**src/hdl/a2d_pkg.sv**
```systemverilog
// ----------------------------------------------------------------------------
// a2d_pkg
// Shared types and constants for the angle to degrees/minutes/seconds block:
// format codes, field record and the grid spacing format decode.
// ----------------------------------------------------------------------------
package a2d_pkg;

    localparam int ANGLE_W = 33;
    localparam int GRID_W  = 31;

    localparam logic [GRID_W-1:0] GRID_RESET = 31'd16777216;

    localparam logic [1:0] FMT_DEG = 2'd0;
    localparam logic [1:0] FMT_MIN = 2'd1;
    localparam logic [1:0] FMT_SEC = 2'd2;
    localparam logic [1:0] FMT_TEN = 2'd3;

    typedef struct packed {
        logic [7:0] deg;
        logic [5:0] mins;
        logic [5:0] secs;
        logic [3:0] tenths;
    } dms_t;

    function automatic logic [1:0] pick_format(input logic [GRID_W-1:0] g,
                                               input int unsigned fb);
        logic [63:0] one;
        logic [63:0] g64;
        logic [63:0] g60;
        logic [63:0] g3600;
        logic [63:0] top;
        one   = 64'd1 << fb;
        g64   = 64'(g);
        g60   = g64 * 64'd60;
        g3600 = g64 * 64'd3600;
        top   = one * 64'd59;
        if (g64 >= one)
            return FMT_DEG;
        else if (g60 >= one && g60 <= top)
            return FMT_MIN;
        else if (g3600 >= one && g3600 <= top)
            return FMT_SEC;
        else
            return FMT_TEN;
    endfunction

endpackage

```
**src/hdl/angle_to_dms_fields.sv**
```systemverilog
// Throughput: one beat per cycle unless out_stall holds the output; five
//   register stages advance together wherever the next stage is empty or
//   moving.
// Reset: rst_n clears all stage valid bits and sets the format to whole
//   degrees (grid spacing of 1 degree).
// ----------------------------------------------------------------------------
// angle_to_dms_fields
// Converts a signed fixed-point angle into hemisphere, degree, minute, second
// and tenth fields at a precision picked from the configured grid spacing.
// ----------------------------------------------------------------------------
module angle_to_dms_fields #(
    parameter int FRACTION_BITS = 24
) (
    input  logic                                clk,
    input  logic                                rst_n,
    input  logic                                cfg_wr_en,
    input  logic [a2d_pkg::GRID_W-1:0]          cfg_wr_data,
    input  logic                                in_valid,
    output logic                                in_stall,
    input  logic signed [a2d_pkg::ANGLE_W-1:0]  angle,
    input  logic [1:0]                          axis_kind,
    output logic                                out_valid,
    input  logic                                out_stall,
    output logic [1:0]                          hemisphere,
    output logic [7:0]                          whole_degrees,
    output logic [5:0]                          arc_minutes,
    output logic [5:0]                          arc_seconds,
    output logic [3:0]                          second_tenths,
    output logic [1:0]                          format_used,
    output logic                                bad_axis
);

    localparam int F     = FRACTION_BITS;
    localparam int AW    = a2d_pkg::ANGLE_W;
    localparam int MAG_W = (F + 8 > AW) ? F + 8 : AW;
    localparam int T60_W = F + 6;
    localparam int T10_W = F + 4;
    localparam logic [MAG_W-1:0] SAT_MAG = MAG_W'(180) << F;

    logic [1:0] cfg_fmt;

    a2d_cfg #(
        .FRACTION_BITS (FRACTION_BITS)
    ) u_cfg (
        .clk         (clk),
        .rst_n       (rst_n),
        .cfg_wr_en   (cfg_wr_en),
        .cfg_wr_data (cfg_wr_data),
        .fmt         (cfg_fmt)
    );

    // stage handshake
    logic s1_valid_reg, s2_valid_reg, s3_valid_reg, s4_valid_reg, out_valid_reg;
    logic s1_ready, s2_ready, s3_ready, s4_ready, out_ready;

    assign out_ready = !out_valid_reg || !out_stall;
    assign s4_ready  = !s4_valid_reg || out_ready;
    assign s3_ready  = !s3_valid_reg || s4_ready;
    assign s2_ready  = !s2_valid_reg || s3_ready;
    assign s1_ready  = !s1_valid_reg || s2_ready;
    assign in_stall  = !s1_ready;

    always_ff @(posedge clk or negedge rst_n)
    begin
        if (!rst_n)
        begin
            s1_valid_reg  <= 1'b0;
            s2_valid_reg  <= 1'b0;
            s3_valid_reg  <= 1'b0;
            s4_valid_reg  <= 1'b0;
            out_valid_reg <= 1'b0;
        end
        else
        begin
            if (s1_ready)
                s1_valid_reg <= in_valid;
            if (s2_ready)
                s2_valid_reg <= s1_valid_reg;
            if (s3_ready)
                s3_valid_reg <= s2_valid_reg;
            if (s4_ready)
                s4_valid_reg <= s3_valid_reg;
            if (out_ready)
                out_valid_reg <= s4_valid_reg;
        end
    end

    // stage 1: magnitude, saturate, split
    logic [AW-1:0]    angle_u;
    logic             neg;
    logic [AW-1:0]    mag_raw;
    logic [MAG_W-1:0] mag_ext;
    logic [MAG_W-1:0] mag_sat;

    assign angle_u = angle;
    assign neg     = angle_u[AW-1];
    assign mag_raw = neg ? (AW'(0) - angle_u) : angle_u;
    assign mag_ext = MAG_W'(mag_raw);
    assign mag_sat = (mag_ext > SAT_MAG) ? SAT_MAG : mag_ext;

    logic         s1_bad_reg;
    logic [1:0]   s1_hemi_reg;
    logic [1:0]   s1_fmt_reg;
    logic [7:0]   s1_deg_reg;
    logic [F-1:0] s1_frac_reg;

    always_ff @(posedge clk)
    begin
        if (s1_ready && in_valid)
        begin
            s1_bad_reg  <= axis_kind[1];
            s1_hemi_reg <= {axis_kind[0], neg};
            s1_fmt_reg  <= cfg_fmt;
            s1_deg_reg  <= mag_sat[F+7:F];
            s1_frac_reg <= mag_sat[F-1:0];
        end
    end

    // stage 2: minutes
    logic [T60_W-1:0] t1;
    assign t1 = T60_W'(s1_frac_reg) * T60_W'(60);

    logic         s2_bad_reg;
    logic [1:0]   s2_hemi_reg;
    logic [1:0]   s2_fmt_reg;
    logic [7:0]   s2_deg_reg;
    logic [5:0]   s2_mins_reg;
    logic [F-1:0] s2_rem_reg;
    logic [1:0]   s2_rbits_reg;

    always_ff @(posedge clk)
    begin
        if (s2_ready && s1_valid_reg)
        begin
            s2_bad_reg   <= s1_bad_reg;
            s2_hemi_reg  <= s1_hemi_reg;
            s2_fmt_reg   <= s1_fmt_reg;
            s2_deg_reg   <= s1_deg_reg;
            s2_mins_reg  <= t1[F+5:F];
            s2_rem_reg   <= t1[F-1:0];
            s2_rbits_reg <= {t1[F-1], s1_frac_reg[F-1]};
        end
    end

    // stage 3: seconds
    logic [T60_W-1:0] t2;
    assign t2 = T60_W'(s2_rem_reg) * T60_W'(60);

    logic         s3_bad_reg;
    logic [1:0]   s3_hemi_reg;
    logic [1:0]   s3_fmt_reg;
    logic [7:0]   s3_deg_reg;
    logic [5:0]   s3_mins_reg;
    logic [5:0]   s3_secs_reg;
    logic [F-1:0] s3_rem_reg;
    logic [2:0]   s3_rbits_reg;

    always_ff @(posedge clk)
    begin
        if (s3_ready && s2_valid_reg)
        begin
            s3_bad_reg   <= s2_bad_reg;
            s3_hemi_reg  <= s2_hemi_reg;
            s3_fmt_reg   <= s2_fmt_reg;
            s3_deg_reg   <= s2_deg_reg;
            s3_mins_reg  <= s2_mins_reg;
            s3_secs_reg  <= t2[F+5:F];
            s3_rem_reg   <= t2[F-1:0];
            s3_rbits_reg <= {t2[F-1], s2_rbits_reg};
        end
    end

    // stage 4: tenths
    logic [T10_W-1:0] t3;
    assign t3 = T10_W'(s3_rem_reg) * T10_W'(10);

    logic          s4_bad_reg;
    logic [1:0]    s4_hemi_reg;
    logic [1:0]    s4_fmt_reg;
    a2d_pkg::dms_t s4_dms_reg;
    logic [3:0]    s4_rbits_reg;

    always_ff @(posedge clk)
    begin
        if (s4_ready && s3_valid_reg)
        begin
            s4_bad_reg          <= s3_bad_reg;
            s4_hemi_reg         <= s3_hemi_reg;
            s4_fmt_reg          <= s3_fmt_reg;
            s4_dms_reg.deg      <= s3_deg_reg;
            s4_dms_reg.mins     <= s3_mins_reg;
            s4_dms_reg.secs     <= s3_secs_reg;
            s4_dms_reg.tenths   <= t3[F+3:F];
            s4_rbits_reg        <= {t3[F-1], s3_rbits_reg};
        end
    end

    // stage 5: round, carry, output
    a2d_pkg::dms_t dms_next;

    a2d_round u_round (
        .trunc   (s4_dms_reg),
        .rbits   (s4_rbits_reg),
        .fmt     (s4_fmt_reg),
        .rounded (dms_next)
    );

    logic          out_bad_reg;
    logic [1:0]    out_hemi_reg;
    logic [1:0]    out_fmt_reg;
    a2d_pkg::dms_t out_dms_reg;

    always_ff @(posedge clk)
    begin
        if (out_ready && s4_valid_reg)
        begin
            out_bad_reg  <= s4_bad_reg;
            out_hemi_reg <= s4_bad_reg ? 2'd0 : s4_hemi_reg;
            out_fmt_reg  <= s4_bad_reg ? a2d_pkg::FMT_DEG : s4_fmt_reg;
            out_dms_reg  <= s4_bad_reg ? '0 : dms_next;
        end
    end

    assign out_valid     = out_valid_reg;
    assign bad_axis      = out_bad_reg;
    assign hemisphere    = out_hemi_reg;
    assign format_used   = out_fmt_reg;
    assign whole_degrees = out_dms_reg.deg;
    assign arc_minutes   = out_dms_reg.mins;
    assign arc_seconds   = out_dms_reg.secs;
    assign second_tenths = out_dms_reg.tenths;

`ifndef SYNTHESIS
    a_bad_zero: assert property (@(posedge clk) disable iff (!rst_n)
        (out_valid && bad_axis) |-> (hemisphere == 2'd0 && whole_degrees == 8'd0 &&
            arc_minutes == 6'd0 && arc_seconds == 6'd0 && second_tenths == 4'd0 &&
            format_used == a2d_pkg::FMT_DEG))
        else $error("bad axis beat carries nonzero fields");

    a_field_range: assert property (@(posedge clk) disable iff (!rst_n)
        out_valid |-> (whole_degrees <= 8'd180 && arc_minutes <= 6'd59 &&
            arc_seconds <= 6'd59 && second_tenths <= 4'd9))
        else $error("output field out of range");

    a_deg_only: assert property (@(posedge clk) disable iff (!rst_n)
        (out_valid && format_used == a2d_pkg::FMT_DEG) |->
            (arc_minutes == 6'd0 && arc_seconds == 6'd0 && second_tenths == 4'd0))
        else $error("degree format shows finer fields");

    a_min_only: assert property (@(posedge clk) disable iff (!rst_n)
        (out_valid && format_used == a2d_pkg::FMT_MIN) |->
            (arc_seconds == 6'd0 && second_tenths == 4'd0))
        else $error("minute format shows finer fields");

    a_enter: assert property (@(posedge clk) disable iff (!rst_n)
        (in_valid && !in_stall) |=> s1_valid_reg)
        else $error("accepted beat did not enter the first stage");
`endif

endmodule

```
**src/hdl/a2d_cfg.sv**
```systemverilog
// ----------------------------------------------------------------------------
// a2d_cfg
// Grid spacing register port. Decodes the written spacing into the display
// format and holds the format code.
// ----------------------------------------------------------------------------
module a2d_cfg #(
    parameter int FRACTION_BITS = 24
) (
    input  logic                         clk,
    input  logic                         rst_n,
    input  logic                         cfg_wr_en,
    input  logic [a2d_pkg::GRID_W-1:0]   cfg_wr_data,
    output logic [1:0]                   fmt
);

    localparam logic [1:0] FMT_RESET =
        a2d_pkg::pick_format(a2d_pkg::GRID_RESET, FRACTION_BITS);

    logic [1:0] fmt_reg;
    logic [1:0] fmt_next;

    assign fmt_next = a2d_pkg::pick_format(cfg_wr_data, FRACTION_BITS);

    always_ff @(posedge clk or negedge rst_n)
    begin
        if (!rst_n)
        begin
            fmt_reg <= FMT_RESET;
        end
        else if (cfg_wr_en)
        begin
            fmt_reg <= fmt_next;
        end
    end

    assign fmt = fmt_reg;

endmodule

```
**src/hdl/a2d_round.sv**
```systemverilog
// ----------------------------------------------------------------------------
// a2d_round
// Rounds the last shown field half up and ripples the carry into the coarser
// fields; zeroes the fields that the format does not show.
// ----------------------------------------------------------------------------
module a2d_round (
    input  a2d_pkg::dms_t trunc,
    input  logic [3:0]    rbits,
    input  logic [1:0]    fmt,
    output a2d_pkg::dms_t rounded
);

    logic [3:0] t_in;
    logic [5:0] s_in;
    logic [5:0] m_in;
    logic       t_inc;
    logic       s_inc;
    logic       m_inc;
    logic       d_inc;
    logic [3:0] t_sum;
    logic [5:0] s_sum;
    logic [5:0] m_sum;
    logic       ct;
    logic       cs;
    logic       cm;

    always_comb
    begin
        t_in  = '0;
        s_in  = '0;
        m_in  = '0;
        t_inc = 1'b0;
        s_inc = 1'b0;
        m_inc = 1'b0;
        d_inc = 1'b0;
        unique case (fmt)
            a2d_pkg::FMT_DEG:
            begin
                d_inc = rbits[0];
            end
            a2d_pkg::FMT_MIN:
            begin
                m_in  = trunc.mins;
                m_inc = rbits[1];
            end
            a2d_pkg::FMT_SEC:
            begin
                m_in  = trunc.mins;
                s_in  = trunc.secs;
                s_inc = rbits[2];
            end
            a2d_pkg::FMT_TEN:
            begin
                m_in  = trunc.mins;
                s_in  = trunc.secs;
                t_in  = trunc.tenths;
                t_inc = rbits[3];
            end
        endcase

        t_sum = t_in + 4'(t_inc);
        ct    = (t_sum == 4'd10);
        s_sum = s_in + 6'(s_inc | ct);
        cs    = (s_sum == 6'd60);
        m_sum = m_in + 6'(m_inc | cs);
        cm    = (m_sum == 6'd60);

        rounded.tenths = ct ? 4'd0 : t_sum;
        rounded.secs   = cs ? 6'd0 : s_sum;
        rounded.mins   = cm ? 6'd0 : m_sum;
        rounded.deg    = trunc.deg + 8'(d_inc | cm);
    end

endmodule

```
**config.mk**
```make
export PLATFORM = sky130hd
export DESIGN_NAME = angle_to_dms_fields
export DESIGN_NICKNAME = d
export VERILOG_FILES = /design/src/hdl/a2d_pkg.sv /design/src/hdl/angle_to_dms_fields.sv /design/src/hdl/a2d_cfg.sv /design/src/hdl/a2d_round.sv
export SDC_FILE = /design/constraint.sdc
export NUM_CORES = 1
export LEC_CHECK = 0
export ABC_AREA = 1
export BUFFER_PORTS_ARGS = -buffer_cell sky130_fd_sc_hd__buf_2
export CORE_MARGIN = 1
export CORE_UTILIZATION = 45
export CTS_CLUSTER_SIZE = 28
export DETAILED_ROUTE_END_ITERATION = 16
export GPL_TIMING_DRIVEN = 1
export MAX_ROUTING_LAYER = met4
export PLACE_DENSITY = 0.71
export SETUP_SLACK_MARGIN = 0.02
export SYNTH_ARGS = -nofsm -noshare
export SYNTH_HDL_FRONTEND = slang
export SYNTH_SLANG_ARGS = --single-unit
```
**constraint.sdc**
```tcl
create_clock -name clk -period 9.1 [get_ports clk]
set_clock_uncertainty 0.2 [all_clocks]
set_input_delay 2.275 -clock clk [delete_from_list [all_inputs] [get_ports clk]]
set_output_delay 2.275 -clock clk [all_outputs]
set_load 0.02 [all_outputs]
```
==> metrics.md, run 1 <==
| Metric | Value |
|---|---|
| Worst-margin pin slew | roughly 1.1 ns |
| Clock Latency Late Sink | 0.44 ns |
| Mux cell area share after synthesis | 0% |
| Largest net degree at the start of global routing | 48 |
| CTS sink count | 195 |
| Clk buf depth | 2 |
| First-pass GRT wire length | 80840 µm |
| Peak Freq | about 150 MHz |
| Library cells used by synthesis | 50 |
| Num CTS Buffers | 17 |
| Hold_buf cts | 0 |
| Adder-Cell Fraction of Synth Area | 30.77% |
| Share of the synthesized area in the top cell type | 25.95% |
| Post-synth EDFFs | 188 |
| Final WL | 47810 µm |
| Root buffer cell | clkbuf_16 |
| First-pass iteration count of the detailed router | 7 |
| Synth Area in XOR/XNOR | under 10% |
| Reg clk slew, reported paths | 0.07 ns |
| Total GRT Usage | approximately 21% |
| Fillcell total | roughly 4500 |
| Simple-gate share of the synthesized area | 22.19% |
| PostCTS Resize Cnt | 0 |
| Post-layout min period | 6.498 ns |
| Die area | approximately 50000 µm² |
| Flops & latches, synth | between 150 and 200 |
| Total vias in the final route | 16926 |
| Synth Instances | 2672 |
| Worst min-delay path class | reg2reg |
| Die height | 221.9 µm |
| Setup_tns | 0 ns |
| Worst Path Required | 9.23 ns |
| Max Cap Viol | 0 |
| Row count | 80 |
| Synthesized Nets | 3176 |
| Critical setup path kind | in2reg |
| Die W | 221.9 µm |
| GP Congestion | 0.9277 |
| Grt total ovfl | 0 |
| Final slew viol count | 0 |
| Slew HR | 23.71% |
| Synth area leader | edfxtp_1 |
| Mapped cell area | 21760 µm² |
| Top cells by count, synth | nand2_1, inv_1, ha_1 |
| Final Setup Violations | 0 |
| Layout area overhead | 8.259% |
| Drt via density | 4.953 |
| Crit Path Max Fanout | 6 |
| Dpl hpwl | 41410 µm |
| Synth async-reset ratio | under 10% |
| Most frequent cell after synthesis | nand2_1 |
| Main combinational cell family by area after synthesis | adder cells |
| Port bufs | between 100 and 150 |
| Post-CTS Setup Bufs | 0 |
| Seq/Total Area, Yosys | 26.75% |
| H-tree depth | 4 |
| CP Launch Type | input port |
| Worst Setup End Kind | flop |
| RSZ-0062 raised after global routing | false |
| Hold Vio Cnt, Final | 0 |
| Share of layout cells above drive strength 1 | 6.862% |
| Main synth FF type | edfxtp_1 |
| Status | complete, no violations |
| Initial antenna violation count | 4 |
| Avg Cell Area, Syn | just over 8 µm² |
| Routed length per instance | 13.99 µm |
| ANT nets after route | 0 |
| Nets | 3290 |
| Synth area leaders | edfxtp_1, fa_1, ha_1, nand2_1, inv_1 |
| Iter 0 DRT Violations | 772 |
| Drt drc | 0 |
| Synth warn | 0 |
| # IOs | 102 |
| CTS tree | built |
| Core footprint | 47750 µm² |
| Initial Util | 45.57% |
| Fin crit share | between 70% and 80% |
| Worst Path Arrival | 6.63 ns |
| Number of global-route vias before repair | 17111 |
| Complex-gate fraction of the synthesized area | a little under 7% |
## per-layer routing
layer / vias up / share of wire [%] / GRT usage (%)
met3: 52 / 4.1 / 2.597
li1: 8741 / - / -
met2: 310 / 45 / 32.35
met4: 0 / 1.7 / 4.659
met1: 7823 / 49 / 28.35
met5: - / 0 / -
## final cells by class
| cell class | count | area (µm²) | area share [%] |
|---|---|---|---|
| timing repair buffer | 105 | 535.5 | 2.274 |
| clock buffer | 17 | 425.4 | 1.806 |
| clock inverter | 14 | 115.1 | 0.4887 |
| tap | 615 | 769.5 | 3.267 |
| inverter | 554 | 2079 | 8.829 |
| antenna | 4 | 10.01 | 0.04250 |
| multi-input combinational | 1913 | 13800 | 58.58 |
| sequential | 195 | 5821 | 24.71 |
## layout by cell type, fill, tap and decap left out, types with 10 or more instances in the layout
master	Yosys	layout
edfxtp_1	188	188
o21ai_0	52	52
nor2_1	221	219
clkbuf_16	0	17
nand3_1	133	133
nor3_1	30	30
a21oi_1	125	124
inv_1	547	547
buf_2	2	101
nor4_1	10	10
fa_1	170	170
nand4_1	39	39
xor2_1	62	62
nand3b_1	15	15
ha_1	263	263
a21oi_2	20	21
xnor2_1	26	26
nand2_1	654	654
## path summary, 6_finish.rpt
kind                                  from          endpoint  slack (ns)  cells after the start
max in group asynchronous            rst_n         out_valid        6.90                      1
hold reg to reg              s2_deg_reg[6]     s3_deg_reg[6]        0.21                      0
setup reg to reg             s4_fmt_reg[1]  whole_degrees[6]        3.75                     29
hold / removal               s2_deg_reg[6]     s3_deg_reg[6]        0.21                      0
min in group asynchronous            rst_n      u_cfg.fmt[0]        1.53                      1
setup / recovery           cfg_wr_data[17]      u_cfg.fmt[0]        2.60                     24
## metrics by stage
step	hold slack [ns]	instance area (µm²)	std cells	util [%]	setup slack, ns
finish	0.2138	23550	3417	49.33	2.602
global route	0.2215	23550	3417	49.33	2.327
CTS	0.2150	23540	3413	49.31	2.656
detailed placement	0.2045	23000	3382	48.18	2.202
global placement	0.2028	23000	3382	48.18	2.203
floorplan	0.2003	21760	2672	-	2.964
## critical path: stages
cell and delay [ns]:
buf_2 0.10, inv_1 0.18, fa_1 0.64, inv_1 0.06, ha_1 0.27, inv_1 0.05, fa_1 0.50, inv_1 0.04
ha_1 0.28, ha_1 0.39, nand2_1 0.13, nor2_1 0.21, and2_1 0.29, nand4_1 0.24, nand3_1 0.15, nand2_1 0.05
nand2_1 0.07, nand3_1 0.07, nor3_1 0.19, nand2_1 0.10, nor2_1 0.12, nand3_1 0.08, nand2_1 0.08, nand2_1 0.05
## logic make-up (layout without fill, tap and decap cells)
kind of cell	count (synthesis)	after routing
buf+inv	564	690
other cells	0	4
compound gates	254	254
fa+ha+maj	433	433
flops	195	195
xor+xnor	88	88
simple gates	1138	1138
Power of run 1 is not shown: default switching activity piles up to over one toggle a cycle in this logic, so the estimate is an artifact.
==> run 2, diff against run 1 <==
Clock period 9.1 ns to 6.4 ns, I/O delays scaled along.
==> metrics.md, run 2 (same netlist as run 1, synthesis figures left out) <==
| Metric | Value |
|---|---|
| GP Congestion | ~0.93 |
| Root buffer cell | clkbuf_16 |
| Routed length per instance | 13.98 µm |
| Met2 usage | 32.81% |
| CP Launch Type | input port |
| Nets | 3291 |
| Share of layout cells above drive strength 1 | 6.824% |
| Num CTS Buffers | 17 |
| # IOs | 102 |
| CTS sink count | 195 |
| Number of global-route vias before repair | ~17000 |
| Die W | 221.9 µm |
| Layout area overhead | 8.408% |
| Final WL | between 40000 and 50000 µm |
| Clk buf depth | 2 |
| First-pass iteration count of the detailed router | 5 |
| Reg clk slew, reported paths | 0.07 ns |
| Initial Util | 45.57% |
| Slew HR | 24.78% |
| Row count | 80 |
| Most common cell after layout, fill and taps aside | nand2_1 |
| Final slew viol count | 0 |
| Worst Path Required | about 6.5 ns |
| Drt via density | 4.962 |
| Port bufs | about 100 |
| Total vias in the final route | around 17000 |
| Hold Startpoint | s2_deg_reg[0] |
| Clock Latency Late Sink | 0.44 ns |
| RSZ-0062 raised after global routing | false |
| Die height | around 220 µm |
| Worst Setup End Kind | flop |
| ANT nets after route | 0 |
| Total GRT Usage | 20.78% |
| Worst min-delay path class | reg2reg |
| Drt drc | 0 |
| Max Cap Viol | 0 |
| Final Setup Violations | 0 |
| Post-CTS Setup Bufs | 0 |
| GR Layer Usage met1 | 28.32% |
| Commonest cells after routing, fill and taps aside | nand2_1, inv_1, ha_1 |
| Worst Path Arrival | 5.85 ns |
| Met3 Use GR | 3.154% |
| First-pass GRT wire length | 81540 µm |
| Status | complete, no violations |
| Hold Vio Cnt, Final | 0 |
| Post-layout min period | 5.717 ns |
| H-tree depth | 4 |
| Iter 0 DRT Violations | 906 |
| Launch point of the worst path | cfg_wr_data[18] |
| Peak Freq | 174.9 MHz |
| Hold_buf cts | 0 |
| Setup_tns | 0 ns |
| GR peak layer | met2 |
| Die area | 49230 µm² |
| PostCTS Resize Cnt | 0 |
| Largest net degree at the start of global routing | 48 |
| Grt total ovfl | 0 |
| Fin crit share | 89.32% |
| Critical setup path kind | in2reg |
| Crit Path Max Fanout | 6 |
| Worst-margin pin slew | 1.126 ns |
| RR Startpoint | s4_fmt_reg[1] |
| CTS tree | built |
| Initial antenna violation count | 4 |
| Core footprint | 47750 µm² |
| Dpl hpwl | 41260 µm |
## run 2: worst paths after layout
| kind | end | slack, ns | cells after the start |
|---|---|---|---|
| setup / recovery | u_cfg.fmt[0] | 0.68 | 24 |
| hold / removal | s3_deg_reg[0] | 0.22 | 0 |
| setup reg to reg | whole_degrees[6] | 1.27 | 29 |
| hold reg to reg | s3_deg_reg[0] | 0.22 | 0 |
| max in group asynchronous | s4_valid_reg | 4.90 | 1 |
| min in group asynchronous | u_cfg.fmt[0] | 0.85 | 1 |
## run 2: critical path, cell delays in order
cell and delay, ns:
buf_2 0.10, inv_1 0.19, fa_1 0.62, inv_1 0.06
ha_1 0.27, inv_1 0.05, fa_1 0.50, inv_1 0.04
ha_1 0.29, ha_1 0.40, nand2_1 0.13, nor2_1 0.21
and2_1 0.22, nand4_1 0.21, nand3_1 0.16, nand2_1 0.06
nand2_1 0.06, nand3_1 0.07, nor3_1 0.19, nand2_1 0.09
nor2_1 0.11, nand3_1 0.08, nand2_1 0.07, nand2_1 0.05
## run 2: through the flow
step                      hold WS, ns  cells  setup WS, ns  area, µm²  util, %
final                          0.2192   3418        0.6834      23590    49.40
after global placement         0.2026   3383        0.3017      23010    48.19
after CTS                      0.2208   3414        0.7102      23580    49.38
after floorplan                0.2003   2672        0.9389      21760        -
after detailed placement       0.2045   3383        0.2694      23010    48.19
after global routing           0.2252   3418        0.3824      23590    49.40
## run 2: final cells by class
| class | count | area, µm² |
|---|---|---|
| fill | 4483 | 24160 |
| multi-input combinational | 1913 | 13800 |
| sequential | 195 | 5821 |
| inverter | 554 | 2079 |
| tap | 615 | 769.5 |
| timing repair buffer | 106 | 543.0 |
| clock buffer | 19 | 432.9 |
| clock inverter | 12 | 132.6 |
| antenna | 4 | 10.01 |
## run 2: per-layer routing
metal  up-vias  wire length, µm
li1       8748                -
met1      7846            23280
met2       309            21600
met3        56             2139
met4         0              758
met5         -                0
Power of run 2 is left out for the same reason.
